===== src/sv/plist_pkg.sv =====
`timescale 1ns / 1ps
// ----------------------------------------------------------------------------
// plist_pkg
// Shared constants and controller/datapath interface types for the
// positional integer list.
// ----------------------------------------------------------------------------
package plist_pkg;

  localparam int CAPACITY = 64;
  localparam int IDX_W    = $clog2(CAPACITY);
  localparam int CNT_W    = $clog2(CAPACITY + 1);
  localparam int VAL_W    = 32;
  localparam int POS_W    = 9;
  localparam int OUT_CNT_W = 8;

  localparam logic [1:0] OP_INSERT = 2'd0;
  localparam logic [1:0] OP_REMOVE = 2'd1;
  localparam logic [1:0] OP_READ   = 2'd2;

  localparam logic [1:0] ST_OK    = 2'd0;
  localparam logic [1:0] ST_FULL  = 2'd1;
  localparam logic [1:0] ST_EMPTY = 2'd2;
  localparam logic [1:0] ST_RANGE = 2'd3;

  // controller to datapath
  typedef struct packed {
    logic load;     // latch the input transaction
    logic init;     // set shift pointers and status
    logic rd;       // read the neighbor of the pointer
    logic wr;       // write it back one place over, step the pointer
    logic fin;      // place the new value or drop the count
    logic rd_elem;  // read the element at position
    logic emit;     // register the result
  } ctl_cmd_t;

  // datapath to controller
  typedef struct packed {
    logic [1:0] op;
    logic       full;
    logic       empty;
    logic       range_err;
    logic       shift_done;
  } dp_stat_t;

endpackage


===== src/sv/plist_ctrl.sv =====
`timescale 1ns / 1ps
// ----------------------------------------------------------------------------
// plist_ctrl
// Sequencer for the list: decodes the operation, steps the element shift
// one read/write pair at a time, then issues the result.
// ----------------------------------------------------------------------------
module plist_ctrl (
  input  logic                clk,
  input  logic                rst_n,
  input  logic                start,
  output logic                busy,
  input  plist_pkg::dp_stat_t stat,
  output plist_pkg::ctl_cmd_t cmd
);
  import plist_pkg::*;

  typedef enum logic [6:0] {
    S_IDLE     = 7'b0000001,
    S_INIT     = 7'b0000010,
    S_CHECK    = 7'b0000100,
    S_SHIFT_WR = 7'b0001000,
    S_FIN      = 7'b0010000,
    S_RD_ELEM  = 7'b0100000,
    S_EMIT     = 7'b1000000
  } state_t;

  state_t state_r, state_nxt;

  always_ff @(posedge clk) begin
    if (!rst_n) begin
      state_r <= S_IDLE;
    end else begin
      state_r <= state_nxt;
    end
  end

  assign busy = (state_r != S_IDLE);

  always_comb begin
    state_nxt = state_r;
    cmd       = '0;
    unique case (state_r)
      S_IDLE: begin
        if (start) begin
          cmd.load  = 1'b1;
          state_nxt = S_INIT;
        end
      end
      S_INIT: begin
        cmd.init = 1'b1;
        priority if (stat.op == OP_INSERT && !stat.full) begin
          state_nxt = S_CHECK;
        end else if (stat.op == OP_REMOVE && !stat.empty) begin
          state_nxt = S_CHECK;
        end else if (stat.op == OP_READ && !stat.range_err) begin
          state_nxt = S_RD_ELEM;
        end else begin
          state_nxt = S_EMIT;
        end
      end
      S_CHECK: begin
        if (stat.shift_done) begin
          state_nxt = S_FIN;
        end else begin
          cmd.rd    = 1'b1;
          state_nxt = S_SHIFT_WR;
        end
      end
      S_SHIFT_WR: begin
        cmd.wr    = 1'b1;
        state_nxt = S_CHECK;
      end
      S_FIN: begin
        cmd.fin   = 1'b1;
        state_nxt = S_EMIT;
      end
      S_RD_ELEM: begin
        cmd.rd_elem = 1'b1;
        state_nxt   = S_EMIT;
      end
      S_EMIT: begin
        cmd.emit  = 1'b1;
        state_nxt = S_IDLE;
      end
      default: begin
        state_nxt = S_IDLE;
      end
    endcase
  end

endmodule


===== src/sv/plist_dp.sv =====
`timescale 1ns / 1ps
// ----------------------------------------------------------------------------
// plist_dp
// List storage and bookkeeping: element memory, fill count, shift pointer
// and the registered result.
// ----------------------------------------------------------------------------
module plist_dp (
  input  logic                                 clk,
  input  logic                                 rst_n,
  input  plist_pkg::ctl_cmd_t                  cmd,
  output plist_pkg::dp_stat_t                  stat,
  input  logic [1:0]                           in_opcode,
  input  logic signed [plist_pkg::POS_W-1:0]   in_position,
  input  logic signed [plist_pkg::VAL_W-1:0]   in_new_value,
  output logic                                 out_valid,
  output logic signed [plist_pkg::VAL_W-1:0]   out_read_value,
  output logic [plist_pkg::OUT_CNT_W-1:0]      out_element_count,
  output logic                                 out_is_empty,
  output logic [1:0]                           out_status
);
  import plist_pkg::*;

  logic [VAL_W-1:0] mem [CAPACITY];

  logic [1:0]       op_r;
  logic [POS_W-1:0] pos_r;
  logic [VAL_W-1:0] val_r;
  logic [CNT_W-1:0] count_r;
  logic [IDX_W-1:0] ptr_r;
  logic [IDX_W-1:0] end_r;
  logic [1:0]       st_r;
  logic [VAL_W-1:0] rdata_r;

  logic                 out_valid_r;
  logic [VAL_W-1:0]     out_value_r;
  logic [CNT_W-1:0]     out_count_r;
  logic [1:0]           out_status_r;

  logic             full;
  logic             empty;
  logic             pos_le0;
  logic [7:0]       pos_u;
  logic             range_err;
  logic [CNT_W-1:0] count_m1;
  logic [IDX_W-1:0] idx_ins;
  logic [IDX_W-1:0] idx_rem;
  logic             is_ins;
  logic             we;
  logic [IDX_W-1:0] waddr;
  logic [VAL_W-1:0] wdata;
  logic [IDX_W-1:0] raddr;
  logic [1:0]       st_nxt;

  assign full     = (count_r == CNT_W'(CAPACITY));
  assign empty    = (count_r == '0);
  assign pos_le0  = pos_r[POS_W-1] || (pos_r == '0);
  assign pos_u    = pos_r[7:0];
  assign range_err = pos_r[POS_W-1] || ({1'b0, pos_u} >= {2'b00, count_r});
  assign count_m1 = count_r - 1'b1;
  assign is_ins   = (op_r == OP_INSERT);

  // clamp to [0, count] for insert and [0, count-1] for remove
  always_comb begin
    if (pos_le0) begin
      idx_ins = '0;
      idx_rem = '0;
    end else begin
      idx_ins = ({1'b0, pos_u} > {2'b00, count_r}) ? count_r[IDX_W-1:0] : pos_u[IDX_W-1:0];
      idx_rem = ({1'b0, pos_u} > {2'b00, count_m1}) ? count_m1[IDX_W-1:0]
                                                    : pos_u[IDX_W-1:0];
    end
  end

  always_comb begin
    priority if (is_ins && full) begin
      st_nxt = ST_FULL;
    end else if (op_r == OP_REMOVE && empty) begin
      st_nxt = ST_EMPTY;
    end else if (op_r == OP_READ && range_err) begin
      st_nxt = ST_RANGE;
    end else begin
      st_nxt = ST_OK;
    end
  end

  assign stat.op         = op_r;
  assign stat.full       = full;
  assign stat.empty      = empty;
  assign stat.range_err  = range_err;
  assign stat.shift_done = (ptr_r == end_r);

  // insert moves elements up, walking down from the tail; remove walks up
  assign raddr = cmd.rd_elem ? pos_u[IDX_W-1:0]
               : (is_ins ? ptr_r - 1'b1 : ptr_r + 1'b1);
  assign we    = cmd.wr || (cmd.fin && is_ins);
  assign waddr = cmd.wr ? ptr_r : end_r;
  assign wdata = cmd.wr ? rdata_r : val_r;

  always_ff @(posedge clk) begin
    if (we) begin
      mem[waddr] <= wdata;
    end
    if (cmd.rd || cmd.rd_elem) begin
      rdata_r <= mem[raddr];
    end
  end

  always_ff @(posedge clk) begin
    if (cmd.load) begin
      op_r  <= in_opcode;
      pos_r <= in_position;
      val_r <= in_new_value;
    end
    if (cmd.init) begin
      st_r  <= st_nxt;
      ptr_r <= is_ins ? count_r[IDX_W-1:0] : idx_rem;
      end_r <= is_ins ? idx_ins : count_m1[IDX_W-1:0];
    end else if (cmd.wr) begin
      ptr_r <= is_ins ? ptr_r - 1'b1 : ptr_r + 1'b1;
    end
    if (cmd.emit) begin
      out_value_r  <= (op_r == OP_READ && st_r == ST_OK) ? rdata_r : '0;
      out_count_r  <= count_r;
      out_status_r <= st_r;
    end
  end

  always_ff @(posedge clk) begin
    if (!rst_n) begin
      count_r     <= '0;
      out_valid_r <= 1'b0;
    end else begin
      out_valid_r <= cmd.emit;
      if (cmd.fin) begin
        count_r <= is_ins ? count_r + 1'b1 : count_m1;
      end
    end
  end

  assign out_valid         = out_valid_r;
  assign out_read_value    = out_value_r;
  assign out_element_count = OUT_CNT_W'(out_count_r);
  assign out_is_empty      = (out_count_r == '0);
  assign out_status        = out_status_r;

  a_full_count: assert property (@(posedge clk) disable iff (!rst_n)
    out_valid_r && out_status_r == ST_FULL |-> out_count_r == CNT_W'(CAPACITY))
    else $error("full status reported with list not at capacity");

  a_wr_not_done: assert property (@(posedge clk) disable iff (!rst_n)
    cmd.wr |-> ptr_r != end_r)
    else $error("shift write issued past the target index");

  a_ins_grow: assert property (@(posedge clk) disable iff (!rst_n)
    cmd.fin && is_ins |=> count_r == $past(count_r) + 1'b1)
    else $error("insert did not grow the count by one");

  a_cnt_bound: assert property (@(posedge clk) disable iff (!rst_n)
    cmd.fin |-> !(is_ins && full) && !(!is_ins && empty))
    else $error("list changed on a full insert or empty remove");

endmodule


===== src/sv/positional_list_insert_remove_top.sv =====
`timescale 1ns / 1ps
// ----------------------------------------------------------------------------
// positional_list_insert_remove_top
// Ordered list of up to 64 signed 32-bit values with positional insert,
// remove and read; one result per command.
// ----------------------------------------------------------------------------
// sequence: INIT, then a read/write pair per shifted element and FIN for insert/remove,
//   RD_ELEM for a read, none for a rejected command or no-op; EMIT registers out_valid
// throughput: one command at a time, a new one taken only while busy is low;
//   each shifted element costs a registered read and a write; busy drops as out_valid shows
// out_valid is a one-cycle strobe; the receiver cannot stall
// reset: synchronous active-low rst_n empties the list; contents not cleared
module positional_list_insert_remove_top (
  input  logic                                 clk,
  input  logic                                 rst_n,
  input  logic                                 start,
  output logic                                 busy,
  input  logic [1:0]                           in_opcode,
  input  logic signed [plist_pkg::POS_W-1:0]   in_position,
  input  logic signed [plist_pkg::VAL_W-1:0]   in_new_value,
  output logic                                 out_valid,
  output logic signed [plist_pkg::VAL_W-1:0]   out_read_value,
  output logic [plist_pkg::OUT_CNT_W-1:0]      out_element_count,
  output logic                                 out_is_empty,
  output logic [1:0]                           out_status
);
  import plist_pkg::*;

  ctl_cmd_t cmd;
  dp_stat_t stat;

  plist_ctrl u_ctrl (
    .clk   (clk),
    .rst_n (rst_n),
    .start (start),
    .busy  (busy),
    .stat  (stat),
    .cmd   (cmd)
  );

  plist_dp u_dp (
    .clk               (clk),
    .rst_n             (rst_n),
    .cmd               (cmd),
    .stat              (stat),
    .in_opcode         (in_opcode),
    .in_position       (in_position),
    .in_new_value      (in_new_value),
    .out_valid         (out_valid),
    .out_read_value    (out_read_value),
    .out_element_count (out_element_count),
    .out_is_empty      (out_is_empty),
    .out_status        (out_status)
  );

endmodule


===== config.mk =====
export PLATFORM = sky130hd
export DESIGN_NAME = positional_list_insert_remove_top
export DESIGN_NICKNAME = d
export VERILOG_FILES = /design/src/sv/plist_pkg.sv /design/src/sv/plist_ctrl.sv /design/src/sv/plist_dp.sv /design/src/sv/positional_list_insert_remove_top.sv
export SDC_FILE = /design/constraint.sdc
export NUM_CORES = 2
export LEC_CHECK = 0
export ABC_CLOCK_PERIOD_IN_PS = 14100
export BUFFER_PORTS_ARGS = -buffer_cell sky130_fd_sc_hd__clkbuf_2
export CORE_ASPECT_RATIO = 0.6
export CORE_MARGIN = 2
export CORE_UTILIZATION = 25
export DETAILED_ROUTE_END_ITERATION = 12
export PLACE_DENSITY_LB_ADDON = 0.2
export REMOVE_ABC_BUFFERS = 1
export SKIP_CTS_REPAIR_TIMING = 1
export SLEW_MARGIN = 25
export SYNTH_ARGS = -nofsm -noshare
export SYNTH_HDL_FRONTEND = slang
export SYNTH_SLANG_ARGS = --single-unit

===== constraint.sdc =====
create_clock -name clk -period 14.1 [get_ports clk]
set_clock_uncertainty 0.1 [all_clocks]
set_input_delay 2.82 -clock clk [delete_from_list [all_inputs] [get_ports clk]]
set_output_delay 2.82 -clock clk [all_outputs]
set_load 0.01 [all_outputs]

==> key figures <==
GRT
  – Vias in the first global route: 46500
  – Initial antenna violation count: 36
  – Largest net degree at the start of global routing: 112
  – First-pass GRT wire length: 403 mm
  – GRT Residual Overflow: 0
  – Total Routing Usage GR: 16.6%

Power and ir drop
  – Sw Share: 26.3%
  – Pwr Density: 146 nW/um2
  – Internal power: 10.6 mW
  – Peak supply drop: 0.0991 mV
  – Leak: 30.6 nW
  – Comb power frac: 12.0%
  – P_sw: 3.77 mW
  – Clock network power share: 37.3%
  – Sequential share of power: 50.8%

STA
  – Final setup fails: 0
  – Fmax: 137 MHz
  – Post-route minimum period: 7.31 ns
  – Slew @ Worst Pin: 1.11 ns
  – Relative slew slack: 25.5%
  – Fin. Hold Viols: 0
  – Period utilization: 51.8%
  – Unrepaired setup endpoints after global routing: no
  – Hold slack: 0.387 ns
  – Max Slew Vio Count: 0

Clocking
  – CTS Buffer Depth: 4
  – CTS Root Cell: clkbuf_16
  – CTS tree: built
  – CTS Sinks: 2193
  – Clk Latency, worst-skew pair: 0.86 ns
  – Cts bufs inserted: 204
  – H-tree levels: 4
  – Clk slew on worst S/H paths: 0.06 ns

Status
  – Status: completed

Detailed routing
  – Total number of vias: 48400
  – WL/cell: 30.1 um
  – Routed WL: 295 mm
  – Post-route antenna net violation count: 0
  – Drt drc: 0
  – Initial drt markers: 6596
  – Vias/cell: 4.94
  – Initial DRT Pass Iterations: 6

Critical path
  – Critical Path Fanout Max: 40
  – Worst Setup End Kind: flop
  – Type of origin of the critical path: flop
  – Crit-path cells: or2_2 -> inv_1 -> ha_1 -> xnor2_1 -> o21ai_0 -> o21ai_0 -> buf_4 -> and2_4 -> buf_4 -> buf_4 -> a22o_1 -> a31oi_1 -> a32o_1 -> a221oi_1
  – Setup slack, reg-to-reg: 6.79 ns
  – Worst EP arrival: 7.74 ns
  – Worst path buffer plus inverter count: 4
  – Crit path largest cell delay: 0.84 ns
  – Slowest cell on crit path: buf_4
  – Top delay family on crit path: buffers and inverters
  – CP Class: flop to flop
  – Reg2reg start: u_dp.op_r[1]$_DFFE_PP_
  – R2R depth: 14
  – CP dominant cell by count: buf_4
  – Levels on crit path: 14
  – Reg2reg end: u_dp.rdata_r[21]$_DFFE_PP_
  – Req. time, crit path: 14.54 ns

Cells and area
  – Final Cell Area: 98300 um2
  – Multi-input logic area: 18800 um2
  – Syn-to-layout area delta: 15.6%
  – Ratio of cells with drive above 1 in the final layout: 17.8%
  – Nets: 5197
  – Flip-flop and latch area: 65700 um2
  – Fill count: 33600

Yosys
  – Predominant post-synthesis flop cell: edfxtp_1
  – Post-synth top cells: 2178 x edfxtp_1, 974 x nand2_1, 256 x mux4_2
  – Xor-xnor portion of the synthesized cell area: 0.243%
  – Mux share of post-synthesis cell area: 8.03%
  – Adder-cell area share of the yosys netlist: 0.318%
  – Mapped Avg Cell Area: 17.2 um2
  – Yosys cell types: 68
  – Complex-gate fraction of the synthesized area: 5.27%
  – Seq cells post-synth: 2193
  – Top-count cell post-synth: edfxtp_1
  – Synth area leaders: edfxtp_1 77%, mux4_2 6.8%, nand2_1 4.3%
  – Post-synth top area share: 76.9%
  – Cells after Synth: 4951
  – Synth Cell Area: 85000 um2
  – Syn. warnings: 0
  – Post-synth EDFFs: 2178
  – Sequential element share of the synthesized area: 77.3%
  – Main combinational cell family by area after synthesis: multiplexers
  – Post-Synth Simple-Gate Area: 7.14%
  – Area leader, netlist: edfxtp_1
  – Async S/R FF share, synth: 0%

Job
  – Max-cap viol count: 0

Min path
  – Hold path cells: 0
  – Hold EP: u_dp.out_status[1]$_DFFE_PP_
  – Hold Startpoint: u_dp.st_r[1]$_SDFFCE_PP0P_
  – Hold Path Class: flop to flop

Floorplan
  – Die height: 456 um
  – Std-Cell Rows: 165
  – Starting density of the core: 25.2%
  – Placeable Area: 338000 um2
  – Horiz. Die Dim: 757 um
  – Full die area: 345000 um2
  – I/O pins: 91

Place
  – RD Place Congestion: 0.813
  – HPWL Detailed: 158 mm
  – Buffers on Ports: 89
  – DP Area: 92200 um2
-- power by group through the flow --
stage	clock [mW]	combinational (mW)	sequential [mW]
after global routing	5.71	1.79	7.28
after global placement	0	1.68	7.42
after CTS	5.45	1.70	7.28
final	5.34	1.71	7.28
after floorplan	0	0.994	7.42
after detailed placement	0	1.69	7.42
-- layout by cell type (no fill, tap or decap), types with 28 or more instances in the layout --
cell type,netlist,layout
a221oi_1,28,28
a22o_1,84,84
a22oi_1,46,46
a31oi_1,214,181
a31oi_2,0,32
a32o_1,31,30
a32oi_1,84,84
and2_1,37,35
buf_4,19,163
clkbuf_1,155,50
clkbuf_16,0,207
clkbuf_2,0,89
clkinv_1,0,53
edfxtp_1,2178,2178
mux2i_1,104,104
mux4_2,256,256
nand2_1,974,939
nand2_2,1,34
nand3_1,226,225
nand4_1,43,43
nor2_1,97,29
nor2_4,0,69
o21ai_0,30,30
-- sequential cells by signal, indices dropped and copies added, names as in the netlist --
signal               cells
u_dp.out_count_r         7
u_dp.out_read_value     32
u_dp.op_r                2
u_dp.rdata_r            32
u_dp.out_valid           1
u_dp.val_r              32
u_dp.end_r               6
u_dp.mem              2048
u_dp.pos_r               9
u_dp.st_r                2
u_dp.count_r             7
u_ctrl.state_r           7
u_dp.out_status          2
u_dp.ptr_r               6
-- kinds of logic after synthesis --
logic type      count (synthesis)
simple gates                 1439
xor+xnor                       22
buf+inv                       312
other cells                     1
flops                        2193
fa+ha+maj                      21
mux                           362
compound gates                601
-- worst max-delay path by stage --
stage | start | to | slack (ns)
2_1_floorplan | u_ctrl.state_r[6]$_SDFFE_PN0P_ | u_dp.rdata_r[0]$_DFFE_PP_ | -14.32
3_3_place_gp | u_dp.op_r[1]$_DFFE_PP_ | u_dp.rdata_r[21]$_DFFE_PP_ | 6.92
3_5_place_dp | u_dp.op_r[1]$_DFFE_PP_ | u_dp.rdata_r[21]$_DFFE_PP_ | 6.91
4_1_cts | u_dp.op_r[1]$_DFFE_PP_ | u_dp.rdata_r[21]$_DFFE_PP_ | 6.91
5_1_grt | u_dp.op_r[1]$_DFFE_PP_ | u_dp.rdata_r[21]$_DFFE_PP_ | 6.58
6_report | u_dp.op_r[1]$_DFFE_PP_ | u_dp.rdata_r[21]$_DFFE_PP_ | 6.79
-- metrics by stage --
step / util [%] / setup slack [ns] / instances / power (mW) / setup TNS (ns)
global route: 29.1 / 6.58 / 9786 / 14.8 / 0
floorplan: - / -14.32 / 4655 / 8.42 / -437.59
finish: 29.1 / 6.79 / 9794 / 14.3 / 0
detailed placement: 27.3 / 6.91 / 9431 / 9.12 / 0
global placement: 27.3 / 6.92 / 9427 / 9.11 / 0
CTS: 29.1 / 6.91 / 9784 / 14.4 / 0
-- cell type report --
cell class / count / area share (%)
clock inverter: 96 / 0.722
multi-input combinational: 2446 / 19.1
clock buffer: 257 / 5.46
timing repair buffer: 269 / 2.04
antenna: 8 / 0.0204
tap: 4509 / 5.74
sequential: 2193 / 66.8
inverter: 16 / 0.0611
-- layer usage --
metal / track usage, % / up-vias / part of all wire [%]
li1: - / 20000 / -
met1: 26.6 / 26100 / 49
met2: 23.0 / 2051 / 41
met4: 2.22 / 4 / 1.2
met3: 3.96 / 280 / 9.0
met5: 0 / - / 0.0092
(Power assumes the default switching activity.)
